[src/token_line_indenter_macros.svh]
// assertion helpers for token_line_indenter.sv
`ifndef TOKEN_LINE_INDENTER_MACROS_SVH
`define TOKEN_LINE_INDENTER_MACROS_SVH

// checked on every rising edge outside reset
`define TLI_ASSERT(label, prop, msg) \
  label: assert property (@(posedge clk_i) disable iff (!rst_ni) prop) else $error(msg);

// implication checked on every rising edge outside reset
`define TLI_ASSERT_IMP(label, pre, post, msg) \
  label: assert property (@(posedge clk_i) disable iff (!rst_ni) (pre) |-> (post)) \
    else $error(msg);

`endif

[src/tli_pkg.sv]
`timescale 1ns / 1ps
package tli_pkg;

  localparam logic [3:0] K_OTHER   = 4'd0;
  localparam logic [3:0] K_BOPEN   = 4'd1;
  localparam logic [3:0] K_BCLOSE  = 4'd2;
  localparam logic [3:0] K_SEMI    = 4'd3;
  localparam logic [3:0] K_COLON   = 4'd4;
  localparam logic [3:0] K_COMMA   = 4'd5;
  localparam logic [3:0] K_POPEN   = 4'd6;
  localparam logic [3:0] K_PCLOSE  = 4'd7;
  localparam logic [3:0] K_PPRESET = 4'd8;
  localparam logic [3:0] K_DEFINE  = 4'd9;
  localparam logic [3:0] K_ACCESS  = 4'd10;
  localparam logic [3:0] K_SWITCH  = 4'd11;
  localparam logic [3:0] K_CASE    = 4'd12;
  localparam logic [3:0] K_IDENT   = 4'd13;
  localparam logic [3:0] K_COMMENT = 4'd14;
  localparam logic [3:0] K_INVALID = 4'd15;

  // prior line end: bit 4 set means no line counted yet
  localparam logic [4:0] PRIOR_NONE = 5'd16;

  localparam logic CFG_TAB_WIDTH    = 1'b0;
  localparam logic CFG_START_INDENT = 1'b1;

  typedef struct packed {
    logic [3:0]  token_kind;
    logic [23:0] char_pos;
    logic [11:0] line_advance;
    logic        in_define_body;
    logic        in_directive;
    logic        label_follows;
    logic        end_of_text;
  } in_item_t;

  typedef struct packed {
    logic [11:0] indent;
    logic [12:0] line_count;
    logic        last;
  } out_item_t;

  typedef struct packed {
    logic signed [12:0] indent;
    logic [15:0]        brace;
  } switch_entry_t;

  function automatic logic signed [26:0] sx13(logic signed [12:0] v);
    return {{14{v[12]}}, v};
  endfunction

  function automatic logic signed [12:0] sat13(logic signed [26:0] v);
    if (v < -27'sd4096) return -13'sd4096;
    if (v > 27'sd4095) return 13'sd4095;
    return v[12:0];
  endfunction

  function automatic logic [11:0] clamp_out(logic signed [12:0] v);
    return v[12] ? 12'd0 : v[11:0];
  endfunction

endpackage

[src/token_line_indenter.sv]
`timescale 1ns / 1ps
// channel | dir | handshake            | payload
// in      | in  | in_valid_i/in_ready_o | in_item_i  (tli_pkg::in_item_t)
// out     | out | out_valid_o/out_ready_i | out_item_o (tli_pkg::out_item_t)
// cfg     | in  | cfg_we_i               | cfg_idx_i, cfg_data_i
// one item per cycle while in_ready_o; state updates in the accepting cycle
// stack tops in registers, lower entries in two registered-read memories;
// a pop fetches the new top during the next cycle without stalling
// results go to a 4-entry output queue; in_ready_o drops when fewer than two
// slots are free, so items with two results sustain one result per cycle
// no clearing pass after reset; stack memories need no init
`include "token_line_indenter_macros.svh"
module token_line_indenter #(
  parameter int SW_STACK_DEPTH  = 16,
  parameter int PAR_STACK_DEPTH = 32
) (
  input  logic                 clk_i,
  input  logic                 rst_ni,
  input  logic                 in_valid_i,
  output logic                 in_ready_o,
  input  tli_pkg::in_item_t    in_item_i,
  output logic                 out_valid_o,
  input  logic                 out_ready_i,
  output tli_pkg::out_item_t   out_item_o,
  input  logic                 cfg_we_i,
  input  logic                 cfg_idx_i,
  input  logic [11:0]          cfg_data_i
);
  import tli_pkg::*;

  localparam int SCW = $clog2(SW_STACK_DEPTH + 1);
  localparam int PCW = $clog2(PAR_STACK_DEPTH + 1);
  localparam int SAW = (SW_STACK_DEPTH > 1) ? $clog2(SW_STACK_DEPTH) : 1;
  localparam int PAW = (PAR_STACK_DEPTH > 1) ? $clog2(PAR_STACK_DEPTH) : 1;

  // state registers
  logic [4:0]         tab_q;
  logic signed [12:0] cur_q, nxt_q, cur_d, nxt_d;
  logic               def_q, def_d;
  logic [11:0]        ibd_q, ibd_d;
  logic [15:0]        bd_q, bd_d;
  logic [SCW-1:0]     sc_q, sc_d;
  logic [PCW-1:0]     pc_q, pc_d;
  logic [4:0]         prior_q, prior_d;
  logic [3:0]         lfk_q, lfk_d, llk_q, llk_d;
  logic [23:0]        lfp_q, lfp_d;
  logic               lls_q, lls_d, lopen_q, lopen_d;

  // stack tops and refill
  logic signed [12:0] ptop_q, ptop_d, ptop_eff;
  switch_entry_t      stop_q, stop_d, stop_eff;
  logic               prefill_q, prefill_d, srefill_q, srefill_d;

  // memories
  logic signed [12:0] pmem [PAR_STACK_DEPTH];
  switch_entry_t      smem [SW_STACK_DEPTH];
  logic signed [12:0] prdata_q;
  switch_entry_t      srdata_q;
  logic               pw_en, sw_en;
  logic [PAW-1:0]     pw_addr, p_raddr;
  logic [SAW-1:0]     sw_addr, s_raddr;
  logic signed [12:0] pw_data;
  switch_entry_t      sw_data;

  // output queue
  out_item_t fifo_q [4];
  logic [1:0] wp_q, rp_q;
  logic [2:0] fcnt_q;
  logic       push0, push1;
  out_item_t  res0, res1;

  logic in_acc, out_acc;
  assign in_ready_o  = (fcnt_q <= 3'd2);
  assign in_acc      = in_valid_i && in_ready_o;
  assign out_valid_o = (fcnt_q != 3'd0);
  assign out_acc     = out_valid_o && out_ready_i;
  assign out_item_o  = fifo_q[rp_q];

  assign ptop_eff = prefill_q ? prdata_q : ptop_q;
  assign stop_eff = srefill_q ? srdata_q : stop_q;

  always_comb begin
    logic [3:0]         kind;
    logic               closed, complete, do_close;
    logic signed [12:0] r, cur, nxt, ptop;
    logic [PCW-1:0]     pc_m2;
    logic [SCW-1:0]     sc_m2;
    logic [PCW-1:0]     pc_m1;
    logic [SCW-1:0]     sc_m1;
    kind = (in_item_i.token_kind == K_INVALID) ? K_OTHER : in_item_i.token_kind;
    cur = cur_q; nxt = nxt_q; def_d = def_q; ibd_d = ibd_q; bd_d = bd_q;
    sc_d = sc_q; pc_d = pc_q; prior_d = prior_q; lfk_d = lfk_q; lfp_d = lfp_q;
    llk_d = llk_q; lls_d = lls_q; lopen_d = lopen_q;
    ptop = ptop_eff; stop_d = stop_eff;
    prefill_d = 1'b0; srefill_d = 1'b0;
    pw_en = 1'b0; sw_en = 1'b0;
    pc_m1 = pc_q - PCW'(1); sc_m1 = sc_q - SCW'(1);
    pc_m2 = pc_q - PCW'(2); sc_m2 = sc_q - SCW'(2);
    pw_addr = pc_m1[PAW-1:0]; pw_data = ptop_eff;
    sw_addr = sc_m1[SAW-1:0]; sw_data = stop_eff;
    p_raddr = pc_m2[PAW-1:0]; s_raddr = sc_m2[SAW-1:0];
    push0 = 1'b0; push1 = 1'b0;
    res0 = '0; res1 = '0;
    closed = 1'b0; complete = 1'b0; r = '0;

    do_close = in_acc && lopen_q &&
               (in_item_i.end_of_text || (in_item_i.line_advance != 12'd0));
    if (do_close) begin
      if (llk_q == K_POPEN && pc_q != '0) ptop = sat13(sx13(cur) + 27'(tab_q));
      if (!lls_q) prior_d = {1'b0, llk_q};
      if (nxt[12]) nxt = '0;
      if (cur[12]) cur = '0;
      if (def_q) begin
        cur = sat13(sx13(cur) + 27'(tab_q));
      end else if (lfk_q == K_DEFINE) begin
        ibd_d = cur[11:0];
        cur = '0;
        nxt = '0;
        def_d = 1'b1;
      end
      r = cur;
      cur = nxt;
      lopen_d = 1'b0;
      closed = 1'b1;
      push0 = 1'b1;
      res0.indent = clamp_out(r);
      res0.line_count = 13'd1;
      res0.last = 1'b1;
    end

    if (in_acc && !in_item_i.end_of_text) begin
      if (!lopen_d) begin
        if (def_d && (!in_item_i.in_define_body || kind == K_DEFINE)) begin
          def_d = 1'b0;
          cur = {1'b0, ibd_d};
        end
        if (prior_d != PRIOR_NONE) begin
          complete = (prior_d == {1'b0, K_BOPEN}) || (prior_d == {1'b0, K_BCLOSE}) ||
                     (prior_d == {1'b0, K_SEMI}) || (prior_d == {1'b0, K_COLON}) ||
                     (prior_d == {1'b0, K_COMMA});
          if (!complete) cur = sat13(sx13(cur) + 27'(tab_q));
        end
        if (pc_q != '0) cur = ptop;
        if (closed && in_item_i.line_advance > 12'd1) begin
          res0.last = 1'b0;
          push1 = 1'b1;
          res1.indent = clamp_out(cur);
          res1.line_count = {1'b0, in_item_i.line_advance} - 13'd1;
          res1.last = 1'b1;
        end
        unique case (kind)
          K_PPRESET: cur = '0;
          K_BOPEN: if (!complete && pc_q == '0) cur = sat13(sx13(cur) - 27'(tab_q));
          K_BCLOSE, K_ACCESS: cur = sat13(sx13(cur) - 27'(tab_q));
          K_SWITCH: begin
            if (sc_q < SCW'(SW_STACK_DEPTH)) begin
              sw_en = (sc_q != '0);
              stop_d.indent = cur;
              stop_d.brace = bd_q;
              sc_d = sc_q + SCW'(1);
            end
          end
          K_CASE: begin
            if (sc_q != '0) cur = stop_eff.indent;
            nxt = sat13(sx13(cur) + 27'(tab_q));
          end
          K_IDENT: if (in_item_i.label_follows) cur = '0;
          default: ;
        endcase
        lfk_d = kind;
        lfp_d = in_item_i.char_pos;
        lopen_d = 1'b1;
      end

      unique case (kind)
        K_BCLOSE: begin
          bd_d = bd_q - 16'd1;
          nxt = sat13(sx13(nxt) - 27'(tab_q));
          if (sc_d != '0 && stop_d.brace == bd_d) begin
            sc_d = sc_d - SCW'(1);
            srefill_d = (sc_d != '0);
          end
        end
        K_BOPEN: begin
          nxt = sat13(sx13(nxt) + 27'(tab_q));
          if (pc_q != '0) ptop = sat13(sx13(ptop) + 27'(tab_q));
          bd_d = bd_q + 16'd1;
        end
        K_POPEN: begin
          if (pc_q < PCW'(PAR_STACK_DEPTH)) begin
            pw_en = (pc_q != '0);
            pw_data = ptop;
            ptop = sat13(27'({3'b0, in_item_i.char_pos}) - 27'({3'b0, lfp_d})
                         + sx13(cur) + 27'sd1);
            pc_d = pc_q + PCW'(1);
          end
        end
        K_PCLOSE: begin
          if (pc_q != '0) begin
            pc_d = pc_m1;
            prefill_d = (pc_m1 != '0);
          end
        end
        default: ;
      endcase
      llk_d = kind;
      lls_d = in_item_i.in_directive || in_item_i.in_define_body || kind == K_COMMENT;
    end
    cur_d = cur;
    nxt_d = nxt;
    ptop_d = ptop;
  end

  always_ff @(posedge clk_i) begin
    if (pw_en) pmem[pw_addr] <= pw_data;
    if (sw_en) smem[sw_addr] <= sw_data;
    prdata_q <= pmem[p_raddr];
    srdata_q <= smem[s_raddr];
    ptop_q <= ptop_d;
    stop_q <= stop_d;
    if (push0) fifo_q[wp_q] <= res0;
    if (push1) fifo_q[wp_q + 2'd1] <= res1;
  end

  always_ff @(posedge clk_i or negedge rst_ni) begin
    if (!rst_ni) begin
      tab_q <= 5'd4; cur_q <= '0; nxt_q <= '0; def_q <= 1'b0; ibd_q <= '0;
      bd_q <= '0; sc_q <= '0; pc_q <= '0; prior_q <= PRIOR_NONE;
      lfk_q <= K_OTHER; lfp_q <= '0; llk_q <= K_OTHER; lls_q <= 1'b0; lopen_q <= 1'b0;
      prefill_q <= 1'b0; srefill_q <= 1'b0;
      wp_q <= '0; rp_q <= '0; fcnt_q <= '0;
    end else begin
      def_q <= def_d; ibd_q <= ibd_d; bd_q <= bd_d; sc_q <= sc_d; pc_q <= pc_d;
      prior_q <= prior_d; lfk_q <= lfk_d; lfp_q <= lfp_d; llk_q <= llk_d;
      lls_q <= lls_d; lopen_q <= lopen_d;
      prefill_q <= prefill_d; srefill_q <= srefill_d;
      if (cfg_we_i && cfg_idx_i == CFG_START_INDENT) begin
        cur_q <= {1'b0, cfg_data_i};
        nxt_q <= {1'b0, cfg_data_i};
      end else begin
        cur_q <= cur_d;
        nxt_q <= nxt_d;
      end
      if (cfg_we_i && cfg_idx_i == CFG_TAB_WIDTH) tab_q <= cfg_data_i[4:0];
      wp_q <= wp_q + {1'b0, push0} + {1'b0, push1};
      if (out_acc) rp_q <= rp_q + 2'd1;
      fcnt_q <= fcnt_q + {2'b0, push0} + {2'b0, push1} - {2'b0, out_acc};
    end
  end

  `TLI_ASSERT(a_fifo_bound, fcnt_q <= 3'd4, "output queue overflow")
  `TLI_ASSERT_IMP(a_prefill, prefill_q, pc_q != '0, "paren refill with empty stack")
  `TLI_ASSERT_IMP(a_srefill, srefill_q, sc_q != '0, "switch refill with empty stack")
  `TLI_ASSERT_IMP(a_run_pair, push1, push0 && !res0.last, "run result without closed line")

endmodule
[config.mk]
export PLATFORM = sky130hd
export DESIGN_NAME = token_line_indenter
export DESIGN_NICKNAME = d
export VERILOG_FILES = /design/src/tli_pkg.sv /design/src/token_line_indenter.sv
export VERILOG_INCLUDE_DIRS = /design/src /design/src/src
export SDC_FILE = /design/constraint.sdc
export NUM_CORES = 2
export LEC_CHECK = 0
export ABC_AREA = 1
export BUFFER_PORTS_ARGS = -buffer_cell sky130_fd_sc_hd__buf_2
export CORE_ASPECT_RATIO = 1.75
export CORE_UTILIZATION = 35
export CTS_BUF_LIST = sky130_fd_sc_hd__clkbuf_4
export CTS_CLUSTER_DIAMETER = 120
export DETAILED_ROUTE_END_ITERATION = 7
export GPL_ROUTABILITY_DRIVEN = 0
export GPL_TIMING_DRIVEN = 0
export SLEW_MARGIN = 10
export SYNTH_ARGS = -nofsm -noshare
export SYNTH_HDL_FRONTEND = slang
export SYNTH_SLANG_ARGS = --single-unit
[constraint.sdc]
create_clock -name clk_i -period 11.7 [get_ports clk_i]
set_clock_uncertainty 0.2 [all_clocks]
set_input_delay 0.585 -clock clk_i [delete_from_list [all_inputs] [get_ports clk_i]]
set_output_delay 0.585 -clock clk_i [all_outputs]
set_load 0.01 [all_outputs]
==> impl_metrics.csv <==
group,metric,value,unit
setup_path,worstSetupPathType,"in -> reg",
cts,clock_path_buffers,4,
placed_design,dpl_cell_area,60900,um^2
final_layout,layout_common_cells,"edfxtp_1 (984), nand2_1 (841), o21ai_0 (814), nor2_1 (725), clkbuf_4 (426)",
synth,netlist_area,56700,um^2
pwr,combPwrFrac,0.504,
floorplan,initial_core_util,0.352,
setup_path,timing.critical_path.from,"in_item_i[13]",
synth,synthCells,5574,
final_layout,fillerInstances,15700,
route,via_count,46900,
synth,ys.flop_type,"edfxtp_1",
synth,synth_top_area_share,0.521,
synth,ys_top_cells_by_area,"edfxtp_1 (52%), o21ai_0 (7.5%), nand2_1 (5.6%)",
pwr,netSwitchingFraction,0.463,
synth,ys_async_sr_fraction,0.100,
final_layout,final_layout_size_suffix_gt1_frac,0.135,
timing,worstMarginPinSlew,1.33,ns
timing,fmax,89.1,MHz
cts,h-tree-depth,5,
synth,synth_edf_count,984,
pwr,vdd_drop_max,0.180,mV
final_layout,layout_commonest_cell,"edfxtp_1",
synth,yosysWarnings,0,
cts,cts_tree,"yes",
synth,syn_nets,5766,
floorplan,die_w,306,um
setup_path,start_kind,"primary input",
cts,cts_sinks,1187,
cts,cts.reportedPaths.clkPinSlew,0.08,ns
final_layout,multi_input_area,20500,um^2
final_layout,fin_area,66100,um^2
final_layout,nNetsFinal,6327,
synth,synth.distinct_cells,64,
route,drc,0,
cts,root_buffer,"clkbuf_4",
pwr,power.density,266,nW/um^2
setup_path,reg2reg_depth,60,
grt,grt_pass1_vias,46500,
synth,yosys_register_bits,1187,
setup_path,r2r_slack,0.49,ns
setup_path,cp.required,12.57,ns
route,drt_wl_total,207,mm
route,wl_per_cell,24.5,um
setup_path,r2r-start,"pc_q[0]$_DFFE_PN0P_",
setup_path,arrival,12.10,ns
floorplan,core.rowCount,195,
final_layout,seqCellArea,34200,um^2
timing,timing.final.crit_share,0.960,
pwr,internal-power,9440,uW
timing,setup_viol,0,
route,route.antenna.remaining_nets,0,
timing,fin_crit,11.23,ns
min_path,min_path_type,"in -> reg",
floorplan,die_area,164000,um^2
setup_path,cpMaxStageDelayCell,"dlygate4sd3_1",
grt,antenna_found_initial,13,
setup_path,worstSetupEndpoint,"ptop_q[4]$_DFF_P_",
timing,holdWs,0.103,ns
cts,cts_buffers,298,
timing,maxSlewViolCount,0,
job,max_cap_violations,0,
final_layout,fin_util,0.411,
cts,clock_latency,1.26,ns
route,dr.pass1.iters,8,
final_layout,area_growth,16.6,%
pwr,power_frac_clock,0.196,
setup_path,crit_path_max_fanout,10,
setup_path,end_kind,"flop",
pwr,seqPwrFrac,0.301,
floorplan,coreArea,161000,um^2
floorplan,ios,90,
timing,setup_tns,0,ns
timing,slew_headroom,0.108,
route,viasPerCell,5.56,
outcome,status,"finished clean",
pwr,p_switching,8140,uW
route,drtIter0Drc,4170,
synth,avgSynthCellArea,10.2,um^2
grt,grt_max_degree,77,
setup_path,slowest_delay,0.61,ns
setup_path,cpMostUsedCell,"nand2_1",
placed_design,port-buffer-count,89,
setup_path,timing.rr.end,"ptop_q[4]$_DFF_P_",
grt,track_usage,0.248,
grt,grt_pass1_wl,298,mm
placed_design,dp_hpwl,145,mm
synth,synth_top_area_cell,"edfxtp_1",
grt,grt_overflow,0,
floorplan,die-height,534,um
timing,hold_viol_final,0,
synth,synth_seq_area_share,0.604,
pwr,p_leak,0.0241,uW
## registers in the layout, summed over array words and instances (netlist names), 3 cells and up
signal / cells
bd_q: 16
cur_q: 13
fcnt_q: 3
fifo_q: 104
ibd_q: 12
lfk_q: 4
lfp_q: 24
llk_q: 4
nxt_q: 13
pc_q: 6
pmem: 416
prdata_q: 13
prior_q: 5
ptop_q: 13
sc_q: 5
smem: 464
srdata_q: 29
stop_q: 29
tab_q: 5
## timing repair
| item | in CTS | in global routing |
|---|---|---|
| hold buffers | 112 | 0 |
| pin swaps | 0 | 14 |
| hold endpoints to repair | 278 | 0 |
| setup endpoints to repair | 13 | 13 |
| resized for setup | 32 | 63 |
| cloned | 0 | 0 |
| buffers inserted | 0 | 12 |
## routing by layer
layer / track usage / routed length (um)
met3: 0.0595 / 15600
met2: 0.434 / 104000
met5: 0 / 67
met1: 0.247 / 67900
met4: 0.208 / 19000
## synth_stat cells, drive strengths merged, types with 4 or more instances
library cell	count
dfxtp	84
o22ai	90
buf	22
or2	14
o211ai	57
xor2	125
nor3	38
nand4	28
and3	4
xnor2	33
mux2i	7
ha	117
o21bai	8
clkinv	9
a21oi	161
fa	13
o2111ai	13
a221oi	4
clkbuf	281
o221ai	174
a22oi	6
nand3	201
nand2	889
dfrtp	117
edfxtp	984
a31oi	23
inv	360
a221o	4
nor4	10
nor2	782
a311oi	13
a32oi	5
o21ai	869
o31ai	5
## through the flow
stage               worst slack, ns  std cells  total power, uW
finish                        0.471       8424            17600
global route                 -0.114       8415            18500
CTS                          0.0131       8400            17100
detailed placement            -2.43       7781            13500
global placement              -2.38       7731            13300
floorplan                      1.67       5574            10400
## critical path: cells and delay by family
| kind | cells | cell delay (ns) |
|---|---|---|
| simple gates | 36 | 4.05 |
| xor+xnor | 1 | 0.16 |
| buf+inv | 11 | 2.50 |
| compound gates | 23 | 3.58 |
| fa+ha+maj | 4 | 1.19 |
## logic make-up (layout without fill, tap and decap cells)
| logic type | after synthesis | after routing | synth area share |
|---|---|---|---|
| xor+xnor | 158 | 158 | 0.0244 |
| other cells | 0 | 13 | 0 |
| flops | 1187 | 1187 | 0.604 |
| simple gates | 1971 | 1971 | 0.145 |
| compound gates | 1448 | 1448 | 0.149 |
| mux | 8 | 8 | 0.00143 |
| fa+ha+maj | 130 | 130 | 0.0304 |
| buf+inv | 672 | 1441 | 0.0456 |
## worst min-delay path by stage
stage	startpoint	endpoint	slack (ns)	cells past startpoint
after floorplan	rst_ni	bd_q[0]$_DFFE_PN0P_	0.09	0
after global placement	lfk_q[1]$_DFFE_PN0P_	lfk_q[1]$_DFFE_PN0P_	0.26	2
after detailed placement	lfk_q[1]$_DFFE_PN0P_	lfk_q[1]$_DFFE_PN0P_	0.26	2
after CTS	cfg_data_i[9]	cur_q[9]$_DFF_PN0_	0.008	4
after global routing	cfg_data_i[9]	nxt_q[9]$_DFF_PN0_	0.09	4
final	cfg_data_i[9]	cur_q[9]$_DFF_PN0_	0.10	4
## power groups by stage
stage                     logic, uW  registers (uW)  clock network [uW]
after CTS                      8320            5260                3480
after global placement         7930            5400                   0
after floorplan                5170            5270                   0
after detailed placement       8190            5350                   0
final                          8850            5290                3440
after global routing           9490            5300                3680
## layout make-up
type / count / area share
sequential: 1187 / 0.517
multi-input combinational: 3715 / 0.310
clock buffer: 426 / 0.0484
tap: 2068 / 0.0391
timing repair buffer: 263 / 0.0388
inverter: 369 / 0.0210
buffer: 301 / 0.0184
clock inverter: 82 / 0.00577
antenna: 13 / 0.000492
No activity file was read; power rests on OpenSTA's default activity.
